===== config.mk =====
export PLATFORM = sky130hd
export DESIGN_NAME = unix_seconds_to_utc_date_core
export DESIGN_NICKNAME = d
export VERILOG_FILES = /design/src/utcd_pkg.sv /design/src/unix_seconds_to_utc_date_core.sv
export SDC_FILE = /design/constraint.sdc
export NUM_CORES = 1
export LEC_CHECK = 0
export ABC_AREA = 1
export BUFFER_PORTS_ARGS = -buffer_cell sky130_fd_sc_hd__buf_2
export CAP_MARGIN = 40
export CORE_MARGIN = 3
export CORE_UTILIZATION = 55
export DETAILED_ROUTE_END_ITERATION = 12
export HOLD_SLACK_MARGIN = 0.08
export PLACE_DENSITY_LB_ADDON = 0.25
export SYNTH_ARGS = -nofsm -noshare
export SYNTH_HDL_FRONTEND = slang
export SYNTH_SLANG_ARGS = --single-unit

===== constraint.sdc =====
create_clock -name clk -period 5.5 [get_ports clk]
set_input_delay 1.1 -clock clk [delete_from_list [all_inputs] [get_ports clk]]
set_output_delay 1.1 -clock clk [all_outputs]
set_load 0.02 [all_outputs]

===== src/utcd_pkg.sv =====
// Package for the UTC date converter.
// Holds the state encoding, field widths, divisors and calendar tables.
// No dependencies.
package utcd_pkg;

  // Field widths
  localparam int unsigned SecondsW = 32;
  localparam int unsigned DaysW    = 16;  // up to 49710 days in the 32-bit range
  localparam int unsigned RemW     = 18;  // partial remainder, below twice 86400
  localparam int unsigned YearW    = 12;
  localparam int unsigned YdayW    = 9;
  localparam int unsigned MonW     = 4;
  localparam int unsigned CntW     = 5;

  // Divisors
  localparam logic [RemW-1:0] SecsPerDay  = 18'd86400;
  localparam logic [RemW-1:0] SecsPerHour = 18'd3600;
  localparam logic [RemW-1:0] SecsPerMin  = 18'd60;
  localparam logic [RemW-1:0] DaysPerWeek = 18'd7;

  // Epoch facts
  localparam logic [YearW-1:0] FirstYear    = 12'd1970;
  localparam logic [DaysW-1:0] FirstWeekday = 16'd4;   // 1970-01-01 was a Thursday
  localparam logic [MonW-1:0]  LastMonIdx   = 4'd11;   // December, zero-based

  // Step counts of each restoring division, less one
  localparam logic [CntW-1:0] DayStepsM1  = 5'd31;
  localparam logic [CntW-1:0] HourStepsM1 = 5'd16;
  localparam logic [CntW-1:0] MinStepsM1  = 5'd11;
  localparam logic [CntW-1:0] WdayStepsM1 = 5'd15;

  // Sequencer states, one-hot
  typedef enum logic [7:0] {
    S_IDLE = 8'b0000_0001,
    S_DAY  = 8'b0000_0010,
    S_HOUR = 8'b0000_0100,
    S_MIN  = 8'b0000_1000,
    S_WDAY = 8'b0001_0000,
    S_YEAR = 8'b0010_0000,
    S_MON  = 8'b0100_0000,
    S_DONE = 8'b1000_0000
  } utcd_state_t;

  // Gregorian leap rule over 1970..2106: the only century in range that is
  // not a leap year is 2100 (2000 is one).
  function automatic logic is_leap(input logic [YearW-1:0] y);
    logic leap;
    leap = (y[1:0] == 2'b00) && (y != 12'd2100);
    return leap;
  endfunction

  function automatic logic [8:0] year_len(input logic [YearW-1:0] y);
    logic [8:0] len;
    len = 9'd365 + {8'd0, is_leap(y)};
    return len;
  endfunction

  function automatic logic [4:0] month_len(input logic leap, input logic [MonW-1:0] idx);
    logic [4:0] len;
    unique case (idx)
      4'd0:    len = 5'd31;
      4'd1:    len = leap ? 5'd29 : 5'd28;
      4'd2:    len = 5'd31;
      4'd3:    len = 5'd30;
      4'd4:    len = 5'd31;
      4'd5:    len = 5'd30;
      4'd6:    len = 5'd31;
      4'd7:    len = 5'd31;
      4'd8:    len = 5'd30;
      4'd9:    len = 5'd31;
      4'd10:   len = 5'd30;
      4'd11:   len = 5'd31;
      default: len = 5'd31;
    endcase
    return len;
  endfunction

endpackage


===== src/unix_seconds_to_utc_date_core.sv =====
// Unix seconds to broken-down UTC date converter, top level.
// Uses utcd_pkg for state encoding, divisors and calendar tables.
//
// Usage:
//   Input channel (in_valid / in_stall / in_seconds) takes one 32-bit count
//   of seconds since 1970-01-01 00:00:00 UTC per item. Result channel
//   (out_valid / out_stall / out_*) returns the second, minute, hour,
//   weekday (0 is Sunday), year, zero-based day of year, month (1..12) and
//   day of month for that item. One result per item, in order.
//   A single 18-bit compare-and-subtract unit does all the work under a
//   small sequencer: restoring divisions by 86400 (32 steps), 3600 (17),
//   60 (12) and 7 (16), then one subtraction per year past 1970 (plus the
//   final compare) and one per month. in_stall is high while an item is in
//   progress; the next item is taken once the previous one is done, even
//   while its result still waits in the output register.
//   When out_stall holds the result, out_valid and the fields stay put and
//   a finished item waits in the sequencer until the register frees up.
//   Synchronous active-low reset returns the sequencer to idle and drops
//   out_valid; no other state is kept between items.
module unix_seconds_to_utc_date_core
  import utcd_pkg::*;
(
  input  logic        clk,
  input  logic        rst_n,
  input  logic        in_valid,
  output logic        in_stall,
  input  logic [31:0] in_seconds,
  output logic        out_valid,
  input  logic        out_stall,
  output logic [5:0]  out_second,
  output logic [5:0]  out_minute,
  output logic [4:0]  out_hour,
  output logic [2:0]  out_weekday,
  output logic [11:0] out_year,
  output logic [8:0]  out_year_day,
  output logic [3:0]  out_month,
  output logic [4:0]  out_month_day
);

  utcd_state_t         state_r, state_nxt;
  logic [CntW-1:0]     cnt_r, cnt_nxt;
  logic [RemW-1:0]     acc_r, acc_nxt;
  logic [SecondsW-1:0] sh_r, sh_nxt;
  logic [DaysW-1:0]    days_r, days_nxt;
  logic [5:0]          sec_r, sec_nxt;
  logic [5:0]          min_r, min_nxt;
  logic [4:0]          hour_r, hour_nxt;
  logic [2:0]          wday_r, wday_nxt;
  logic [YearW-1:0]    year_r, year_nxt;
  logic [YdayW-1:0]    yday_r, yday_nxt;
  logic [MonW-1:0]     mon_r, mon_nxt;

  logic                out_valid_r, out_valid_nxt;
  logic                out_load;

  // Shared unit signals
  logic                div_mode;
  logic [RemW-1:0]     cand;
  logic [RemW-1:0]     operand;
  logic [RemW:0]       diff;
  logic                ge;
  logic [RemW-1:0]     step_rem;
  logic [SecondsW-1:0] step_q;
  logic [DaysW-1:0]    days_wk;

  assign in_stall  = (state_r != S_IDLE);
  assign out_valid = out_valid_r;
  assign out_load  = (state_r == S_DONE) && (!out_valid_r || !out_stall);
  assign days_wk   = days_r + FirstWeekday;

  // Select the operands of the shared compare-and-subtract unit
  assign div_mode = (state_r == S_DAY) || (state_r == S_HOUR) ||
                    (state_r == S_MIN) || (state_r == S_WDAY);
  assign cand     = div_mode ? {acc_r[RemW-2:0], sh_r[SecondsW-1]} : acc_r;

  always_comb begin
    priority case (1'b1)
      (state_r == S_DAY):  operand = SecsPerDay;
      (state_r == S_HOUR): operand = SecsPerHour;
      (state_r == S_MIN):  operand = SecsPerMin;
      (state_r == S_WDAY): operand = DaysPerWeek;
      (state_r == S_YEAR): operand = {9'd0, year_len(year_r)};
      default:             operand = {13'd0, month_len(is_leap(year_r), mon_r)};
    endcase
  end

  assign diff     = {1'b0, cand} - {1'b0, operand};
  assign ge       = !diff[RemW];
  assign step_rem = ge ? diff[RemW-1:0] : cand;
  assign step_q   = {sh_r[SecondsW-2:0], ge};

  // Sequencer and datapath next state
  always_comb begin
    state_nxt = state_r;
    cnt_nxt   = cnt_r;
    acc_nxt   = acc_r;
    sh_nxt    = sh_r;
    days_nxt  = days_r;
    sec_nxt   = sec_r;
    min_nxt   = min_r;
    hour_nxt  = hour_r;
    wday_nxt  = wday_r;
    year_nxt  = year_r;
    yday_nxt  = yday_r;
    mon_nxt   = mon_r;
    unique case (state_r)
      S_IDLE: begin
        // Take a new item and start the split into days
        if (in_valid) begin
          sh_nxt    = in_seconds;
          acc_nxt   = '0;
          cnt_nxt   = DayStepsM1;
          state_nxt = S_DAY;
        end
      end
      S_DAY: begin
        acc_nxt = step_rem;
        sh_nxt  = step_q;
        cnt_nxt = cnt_r - 5'd1;
        if (cnt_r == '0) begin
          // Keep the day count, divide the time of day by 3600
          days_nxt  = step_q[DaysW-1:0];
          sh_nxt    = {step_rem[16:0], 15'd0};
          acc_nxt   = '0;
          cnt_nxt   = HourStepsM1;
          state_nxt = S_HOUR;
        end
      end
      S_HOUR: begin
        acc_nxt = step_rem;
        sh_nxt  = step_q;
        cnt_nxt = cnt_r - 5'd1;
        if (cnt_r == '0) begin
          hour_nxt  = step_q[4:0];
          sh_nxt    = {step_rem[11:0], 20'd0};
          acc_nxt   = '0;
          cnt_nxt   = MinStepsM1;
          state_nxt = S_MIN;
        end
      end
      S_MIN: begin
        acc_nxt = step_rem;
        sh_nxt  = step_q;
        cnt_nxt = cnt_r - 5'd1;
        if (cnt_r == '0) begin
          // Minute and second done, reduce the shifted day count mod 7
          min_nxt   = step_q[5:0];
          sec_nxt   = step_rem[5:0];
          sh_nxt    = {days_wk, 16'd0};
          acc_nxt   = '0;
          cnt_nxt   = WdayStepsM1;
          state_nxt = S_WDAY;
        end
      end
      S_WDAY: begin
        acc_nxt = step_rem;
        sh_nxt  = step_q;
        cnt_nxt = cnt_r - 5'd1;
        if (cnt_r == '0) begin
          wday_nxt  = step_rem[2:0];
          acc_nxt   = {2'd0, days_r};
          year_nxt  = FirstYear;
          state_nxt = S_YEAR;
        end
      end
      S_YEAR: begin
        // Peel off whole years until the remaining days fit in one
        if (ge) begin
          acc_nxt  = diff[RemW-1:0];
          year_nxt = year_r + 12'd1;
        end else begin
          yday_nxt  = acc_r[YdayW-1:0];
          mon_nxt   = '0;
          state_nxt = S_MON;
        end
      end
      S_MON: begin
        // Peel off whole months, capped at December
        if (ge && (mon_r != LastMonIdx)) begin
          acc_nxt = diff[RemW-1:0];
          mon_nxt = mon_r + 4'd1;
        end else begin
          state_nxt = S_DONE;
        end
      end
      S_DONE: begin
        if (out_load) begin
          state_nxt = S_IDLE;
        end
      end
      default: begin
        state_nxt = S_IDLE;
      end
    endcase
  end

  // Output valid: set on load, drop when taken
  always_comb begin
    out_valid_nxt = out_valid_r;
    if (out_load) begin
      out_valid_nxt = 1'b1;
    end else if (out_valid_r && !out_stall) begin
      out_valid_nxt = 1'b0;
    end
  end

  // Control registers
  always_ff @(posedge clk) begin
    if (!rst_n) begin
      state_r     <= S_IDLE;
      out_valid_r <= 1'b0;
    end else begin
      state_r     <= state_nxt;
      out_valid_r <= out_valid_nxt;
    end
  end

  // Working registers
  always_ff @(posedge clk) begin
    cnt_r  <= cnt_nxt;
    acc_r  <= acc_nxt;
    sh_r   <= sh_nxt;
    days_r <= days_nxt;
    sec_r  <= sec_nxt;
    min_r  <= min_nxt;
    hour_r <= hour_nxt;
    wday_r <= wday_nxt;
    year_r <= year_nxt;
    yday_r <= yday_nxt;
    mon_r  <= mon_nxt;
  end

  // Output register: hold while stalled
  always_ff @(posedge clk) begin
    if (out_load) begin
      out_second    <= sec_r;
      out_minute    <= min_r;
      out_hour      <= hour_r;
      out_weekday   <= wday_r;
      out_year      <= year_r;
      out_year_day  <= yday_r;
      out_month     <= mon_r + 4'd1;
      out_month_day <= acc_r[4:0] + 5'd1;
    end
  end

endmodule


==> flow_summary.toml, run 1 <==
[outcome]
status = "completed"

[logic_synthesis]
yosys.area.top_type_share = 0.534
synthTopCellsByArea = "edfxtp_1, nand2_1, nand3_1"
yosys.cell_types.count = 55
syn_area_per_cell_um2 = 9.67
async_flop_share = 0
postSynthCellCount = 965
syn_nets = 1027
syn_area_mm2 = 0.00933
ys_seq_elements = 175
synth_common_cells = "nand2_1, edfxtp_1, inv_1"
ys_seq_area_frac = 0.553
synth_edf_count = 166
synthMostInstantiatedCell = "nand2_1"
yosys_warnings = 0
yosysTopAreaCell = "edfxtp_1"
ys.flop_type = "edfxtp_1"

[clock_network]
clockBufferDepth = 2
clkLatencyLatePin_ns = 0.44
clockRootBuffer = "clkbuf_16"
cts_setup_buffers = 0
clock_sinks = 175
cts.htree.levels = 4
ctsResizeCount = 0
clkSlewWorstSetupHoldPaths_ns = 0.07
cts_tree = "built"
cts_hold_buffers = 0
cts_buffers = 17

[sta]
fin_skew_ns = 0.0105
setup_viol = 0
finalHoldViolations = 0
slew_headroom = 0.512
fin_crit_sh = 0.866
worst_pin_slew_ns = 0.732
rsz0062_at_grt = "false"
setup_tns_ns = 0
min_period_ns = 4.76
clock.fmax_mhz = 210
slew_viol_final = 0

[floorplan]
core_mm2 = 0.0162
initial_utilization = 0.575
rows = 46
die_h_um = 136
io_pins = 88
die_x_um = 136
dieArea_mm2 = 0.0186

[power]
p_clk_frac = 0.193
ir_drop_uv = 363
switchingPower_uw = 2570
p_int_uw = 3340
power_uw = 5920
p_seq_frac = 0.349
p_sw_frac = 0.435
pwr-share-comb = 0.458
leakage_uw = 0.00436
p_per_area_mw_per_mm2 = 558

[placement]
port_buffers = 87
dp_hpwl_um = 16700
dpl_cell_area_mm2 = 0.0100
finalWeightedCongestion = 0.911
dp_cells = 1254

[route]
wl_um = 22600
routedWlPerCell_um = 17.5
drtPass1Iterations = 6
viasPerCell = 5.74
drtIter0Drc = 718
drc = 0
final_antenna_net_count = 0
vias = 7380

[global_route]
grt_max_degree = 48
antenna_found_initial = 0
gr-usage-all-layers = 0.249
grt_pass1_vias = 6810
grt_pass1_wl_um = 35400
grt-ovfl-total = 0

[setup_path]
required_ns = 5.62
cp_slowest_cell = "nor2_2"
crit_fanout = 25
crit_type = "reg -> reg"
cp.arrival_ns = 4.88
crit_chain = "nor2_2, nand2_2, nor2_8, nor2_8, nand2_2, inv_1, nand2_1, nand2_1, ha_1, nand2_1, nand2_1, a31oi_1, nand3_1, nand3_2, nand2_2, nand2_4, nand2_4, nor2_2, inv_2, o211ai_1, inv_1"
startpoint_type = "flip-flop"
slowest_delay_ns = 0.59
crit_family = "simple AND/OR/NAND/NOR gates"
cpMostUsedCell = "nand2_1"
cp.depth = 21
rr_worst_depth = 21
critical_path_buf_inv_count = 3
endpoint_kind = "flip-flop"

[layout]
regArea_mm2 = 0.00516
drive_gt1_frac = 0.174
utilization = 0.653
area_delta_synth_final_pct = 13.6
fin_area_mm2 = 0.0106
final_cells = 1286
fillers = 1303
n_antenna_cell = 0
multiInputGateArea_mm2 = 0.00359
fin_nets = 1119

[worst_hold_path]
hold_depth = 0
hold_class = "reg -> reg"

[run]
drv_cap = 0
[cell type report]
type / count / share of cell area
well taps: 216 / 0.0255
clock buffers: 17 / 0.0401
flip-flops and latches: 175 / 0.487
repair buffers: 102 / 0.0524
clock inverters: 15 / 0.0124
multi-input cells: 637 / 0.339
inverters: 124 / 0.0439
[path summary, 6_finish.rpt]
path / startpoint / to / slack (ns)
setup reg to reg: state_r[1]$_SDFFE_PN0P_ / year_r[1]$_SDFFCE_PN1P_ / 0.74
hold reg to reg: yday_r[8]$_DFFE_PP_ / out_year_day[8]$_DFFE_PP_ / 0.42
setup / recovery: state_r[1]$_SDFFE_PN0P_ / year_r[1]$_SDFFCE_PN1P_ / 0.74
hold / removal: yday_r[8]$_DFFE_PP_ / out_year_day[8]$_DFFE_PP_ / 0.42
[placed cells by master (no fill, tap or decap), types with 9 or more instances in the layout]
cell type  instances
nand2_1          198
edfxtp_1         166
inv_1            117
nand3_1           96
buf_2             87
nor2_1            66
a21oi_1           38
o21ai_0           29
ha_1              25
nand4_1           18
xor2_1            17
clkbuf_16         17
nor3_1            15
a22o_1            14
buf_4             14
o211ai_1          13
or2_2             10
nor2_2             9
dfxtp_1            9
[registers in the layout, indices dropped and copies added (netlist names)]
signal and flops:
mon_r 4, out_minute 6, yday_r 9, sec_r 6, out_month_day 5, state_r 8
out_hour 5, out_valid 1, out_second 6, hour_r 5, out_month 4, cnt_r 5
acc_r 18, min_r 6, sh_r 32, wday_r 3, out_weekday 3, days_r 16
out_year 12, year_r 12, out_year_day 9
[power by group through the flow]
stage          sequential [uW]  combinational, uW  clock [uW]
2_1_floorplan             2030               2010           0
3_3_place_gp              2080               2600           0
3_5_place_dp              2080               2640           0
4_1_cts                   2060               2660        1160
5_1_grt                   2090               3000        1210
6_report                  2070               2710        1140
[routing by layer]
layer | share of wire | up-vias | GRT usage
met1 | 0.43 | 3469 | 0.348
met4 | 0.019 | 0 | 0.0756
met3 | 0.087 | 37 | 0.0466
li1 | - | 3530 | -
met5 | 0 | - | 0
met2 | 0.46 | 344 | 0.398
[stage by stage]
stage               setup WS, ns  hold slack [ns]
floorplan                   1.02            0.400
global placement            1.04            0.401
detailed placement         0.832            0.405
CTS                        0.800            0.421
global route               0.440            0.426
finish                     0.735            0.419
[logic make-up after synthesis]
family	count (synthesis)	synth area share
AND/OR/NAND/NOR	454	0.232
flip-flops	175	0.553
buffers and inverters	153	0.0642
AO/OA/AOI/OAI	134	0.0934
adder cells (fa/ha/maj)	26	0.0357
XOR/XNOR	23	0.0216
Note: power is estimated with default switching activity, not from simulation.
==> run 2, diff against run 1 <==
- CORE_ASPECT_RATIO: default -> 0.8
- PLACE_DENSITY_LB_ADDON: 0.25 -> 0.12
==> flow_summary.toml, run 2 (synthesized netlist as in run 1, its figures left out) <==
[route]
wl_um = 22900
drtIter0Drc = 786
viasPerCell = 5.76
drc = 0
routedWlPerCell_um = 17.9
vias = 7384
drtPass1Iterations = 6
final_antenna_net_count = 0

[sta]
setup_viol = 0
clock.fmax_mhz = 212
worst_pin_slew_ns = 0.712
min_period_ns = 4.72
rsz0062_at_grt = "false"
fin_crit_sh = 0.858
slew_viol_final = 0
setup_tns_ns = 0
fin_skew_ns = 0.00833
slew_headroom = 0.521
layout_setup_ws_ns = 0.783
finalHoldViolations = 0
whs_ns = 0.419

[power]
p_clk_frac = 0.200
p_int_uw = 3340
leakage_uw = 0.00436
power_uw = 5940
ir_drop_uv = 389
switchingPower_uw = 2610
p_seq_frac = 0.348
pwr-share-comb = 0.452
p_sw_frac = 0.438
p_per_area_mw_per_mm2 = 560

[placement]
dp_hpwl_um = 17000
finalWeightedCongestion = 0.945
pre_cts_slack_ns = 0.875
port_buffers = 87

[run]
drv_cap = 0

[setup_path]
crit_type = "reg -> reg"
crit_chain = "nor2_2, nand3_1, nor2_4, nor2_4, nand2_2, nand2_1, o21ai_0, inv_1, ha_1, fa_1, inv_1, nand3_1, nand3_1, nand3_2, nand2_2, nand2_4, nand2_4, nor2_2, nor4b_4, buf_4"
critical_path_buf_inv_count = 3
crit_family = "simple AND/OR/NAND/NOR gates"
required_ns = 5.61
endpoint_kind = "flip-flop"
cp_slowest_cell = "fa_1"
cp.arrival_ns = 4.83
cpMostUsedCell = "nand3_1"
slowest_delay_ns = 0.43
crit_fanout = 27
startpoint_type = "flip-flop"

[floorplan]
core_mm2 = 0.0162
die_x_um = 152
dieArea_mm2 = 0.0186
die_h_um = 123
rows = 41
initial_utilization = 0.576
io_pins = 88

[layout]
regArea_mm2 = 0.00516
fillers = 1317
regMostFlops = "sh_r"
final_cell_mix = "nand2_1, edfxtp_1, inv_1"
top_regs = "sh_r: 32 flops, acc_r: 18 flops, days_r: 16 flops"
largest_register_ffs = 32
layout_commonest_cell = "nand2_1"
area_delta_synth_final_pct = 13.7
multiInputGateArea_mm2 = 0.00359
fin_nets = 1115
n_antenna_cell = 0
drive_gt1_frac = 0.172

[global_route]
grt_pass1_vias = 6886
gr-usage-all-layers = 0.251
grt_pass1_wl_um = 35700
antenna_found_initial = 0
grt_max_degree = 47
grt-ovfl-total = 0

[clock_network]
cts_hold_buffers = 0
cts_setup_buffers = 0
cts_tree = "built"
cts.htree.levels = 4
clockBufferDepth = 2
cts_buffers = 17
clkSlewWorstSetupHoldPaths_ns = 0.07
clockRootBuffer = "clkbuf_16"
clkLatencyLatePin_ns = 0.43
clock_sinks = 175
ctsResizeCount = 0

[worst_hold_path]
hold_class = "reg -> reg"

[outcome]
status = "completed"
## run 2: cell types whose count changed in the layout (fill, tap and decap cells not counted), sizes merged
cell,before,now
buf,102,98
clkinv,8,13
clkinvlp,4,1
inv,127,125
## run 2: path summary, 6_finish.rpt
kind                            cells past startpoint                       to  slack (ns)                    start
worst max register to register                     20      acc_r[16]$_DFFE_PP_        0.78  state_r[3]$_SDFFE_PN0P_
worst max-delay path                               20      acc_r[16]$_DFFE_PP_        0.78  state_r[3]$_SDFFE_PN0P_
worst min-delay path                                0  out_minute[2]$_DFFE_PP_        0.42       min_r[2]$_DFFE_PP_
worst min register to register                      0  out_minute[2]$_DFFE_PP_        0.42       min_r[2]$_DFFE_PP_
## run 2: layout make-up
type                            instances  share of cell area
Clock inverter                         15              0.0166
Multi-Input combinational cell        637               0.338
Tap cell                              215              0.0254
Clock buffer                           17              0.0401
Timing Repair Buffer                   98              0.0488
Sequential cell                       175               0.487
Inverter                              124              0.0439
## run 2: power groups by stage
| stage | Sequential, uW | Clock [uW] | Combinational, uW |
|---|---|---|---|
| after floorplan | 2030 | 0 | 2010 |
| after global placement | 2090 | 0 | 2610 |
| after detailed placement | 2090 | 0 | 2620 |
| after CTS | 2060 | 1200 | 2640 |
| after global routing | 2090 | 1260 | 2970 |
| final | 2070 | 1190 | 2680 |
## run 2: metrics by stage
step | instance area [um^2] | std cells | util
global route | 10600 | 1281 | 0.655
global placement | 10000 | 1249 | 0.617
CTS | 10600 | 1281 | 0.655
detailed placement | 10000 | 1249 | 0.617
floorplan | 9330 | 965 | -
finish | 10600 | 1281 | 0.655
## run 2: layer usage
layer	up-vias	share of wire	global-route usage
met5	-	0	0
met4	0	0.016	0.0606
met3	39	0.089	0.0502
met2	375	0.46	0.395
met1	3446	0.44	0.361
li1	3524	-	-
==> run 3, diff against run 2 <==
- PLACE_DENSITY_LB_ADDON: 0.12 -> 0.08
==> flow_summary.toml, run 3 (synthesized netlist as in run 1, its figures left out) <==
[clock_network]
ctsResizeCount = 0
clockRootBuffer = "clkbuf_16"
clkLatencyLatePin_ns = 0.43
cts.htree.levels = 4
cts_tree = "built"
clkSlewWorstSetupHoldPaths_ns = 0.07
clock_sinks = 175
cts_hold_buffers = 0
cts_buffers = 17
cts_setup_buffers = 0
clockBufferDepth = 2

[route]
wl_met2_um = 10200
viasPerCell = 5.68
wl_um = 22800
top_layer_used = "met4"
drtPass1Iterations = 6
wl_met3_um = 1960
wl_met1_um = 10000
drc = 0
vias = 7290
routedWlPerCell_um = 17.7
drtIter0Drc = 733
final_antenna_net_count = 0

[setup_path]
critical_path_buf_inv_count = 5
required_ns = 5.61
startpoint_type = "flip-flop"
endpoint_kind = "flip-flop"
crit_type = "reg -> reg"
cp.arrival_ns = 4.77
crit_family = "simple AND/OR/NAND/NOR gates"
slowest_delay_ns = 0.64
cp_slowest_cell = "nor2_2"
crit_chain = "inv_2, nor2_2, nand2_2, nor2_8, nor2_8, nand2_2, inv_1, buf_4, nand2_1, nand2_1, ha_1, a21oi_1, nor2_1, nor2_2, nand2_2, nand2_4, nand2_4, nor2_2, inv_2, o211ai_1, inv_1"
crit_fanout = 25

[layout]
layout_commonest_cell = "nand2_1"
largest_register_ffs = 32
regMostFlops = "sh_r"
multiInputGateArea_mm2 = 0.00359
area_delta_synth_final_pct = 13.8
n_antenna_cell = 0
regArea_mm2 = 0.00516
fillers = 1304
drive_gt1_frac = 0.173
fin_nets = 1118
top_regs = "sh_r: 32 flops, acc_r: 18 flops, days_r: 16 flops"
final_cell_mix = "nand2_1, edfxtp_1, inv_1"

[floorplan]
die_x_um = 152
initial_utilization = 0.576
io_pins = 88
core_mm2 = 0.0162
die_h_um = 123
rows = 41
dieArea_mm2 = 0.0186

[power]
p_clk_frac = 0.199
pwr-share-comb = 0.449
switchingPower_uw = 2510
power_uw = 5880
p_per_area_mw_per_mm2 = 554
p_sw_frac = 0.427
leakage_uw = 0.00437
ir_drop_uv = 414
p_seq_frac = 0.352
p_int_uw = 3370

[placement]
finalWeightedCongestion = 0.940
port_buffers = 87
dp_hpwl_um = 16800

[global_route]
grt_max_degree = 51
grt_pass1_wl_um = 35400
antenna_found_initial = 0
grt_pass1_vias = 6708
gr-usage-all-layers = 0.252
grt-ovfl-total = 0

[run]
drv_cap = 0

[sta]
slew_headroom = 0.507
fin_skew_ns = 0.00982
min_period_ns = 4.66
fin_crit_sh = 0.847
rsz0062_at_grt = "false"
clock.fmax_mhz = 215
finalHoldViolations = 0
setup_tns_ns = 0
setup_viol = 0
slew_viol_final = 0
worst_pin_slew_ns = 0.738

[outcome]
status = "completed"

[worst_hold_path]
hold_class = "reg -> reg"
## run 3: per-layer routing
layer | vias up | global-route usage
met5 | - | 0
met3 | 45 | 0.0417
met2 | 355 | 0.385
met4 | 0 | 0.0932
met1 | 3358 | 0.365
li1 | 3532 | -
## run 3: cell type report
cell class / instances / area share
sequential: 175 / 0.487
multi-input combinational: 637 / 0.338
timing repair buffer: 101 / 0.0516
inverter: 124 / 0.0438
clock buffer: 18 / 0.0404
tap: 215 / 0.0253
clock inverter: 14 / 0.0138
## run 3: power groups by stage
stage,registers (uW),logic [uW],clock network (uW)
floorplan,2030,2010,0
global placement,2090,2570,0
detailed placement,2090,2580,0
CTS,2060,2600,1190
global route,2090,2950,1240
finish,2070,2640,1170
## run 3: path summary, 6_finish.rpt
| check | from | end | slack [ns] | depth (start not counted) |
|---|---|---|---|---|
| setup / recovery | state_r[4]$_SDFFE_PN0P_ | year_r[5]$_SDFFCE_PN1P_ | 0.84 | 21 |
| hold / removal | min_r[3]$_DFFE_PP_ | out_minute[3]$_DFFE_PP_ | 0.42 | 0 |
| setup reg to reg | state_r[4]$_SDFFE_PN0P_ | year_r[5]$_SDFFCE_PN1P_ | 0.84 | 21 |
| hold reg to reg | min_r[3]$_DFFE_PP_ | out_minute[3]$_DFFE_PP_ | 0.42 | 0 |
## run 3: worst reg2reg max path, stage by stage, from the launching register on
cell and delay [ns]:
dfxtp_1 0.39, inv_2 0.07, nor2_2 0.10, nand2_2 0.09, nor2_8 0.31, nor2_8 0.12
nand2_2 0.28, inv_1 0.18, buf_4 0.24, nand2_1 0.08, nand2_1 0.07, ha_1 0.38
a21oi_1 0.22, nor2_1 0.07, nor2_2 0.14, nand2_2 0.09, nand2_4 0.17, nand2_4 0.22
nor2_2 0.64, inv_2 0.10, o211ai_1 0.11, inv_1 0.25
## run 3: through the flow
stage                     worst slack [ns]  area [um^2]   util  std cells  hold slack [ns]
after floorplan                       1.02         9330      -        965            0.400
after global placement                1.07        10000  0.618       1251            0.401
after detailed placement             0.903        10000  0.619       1252            0.405
after CTS                            0.872        10600  0.655       1284            0.420
after global routing                 0.457        10600  0.655       1284            0.429
final                                0.839        10600  0.655       1284            0.418
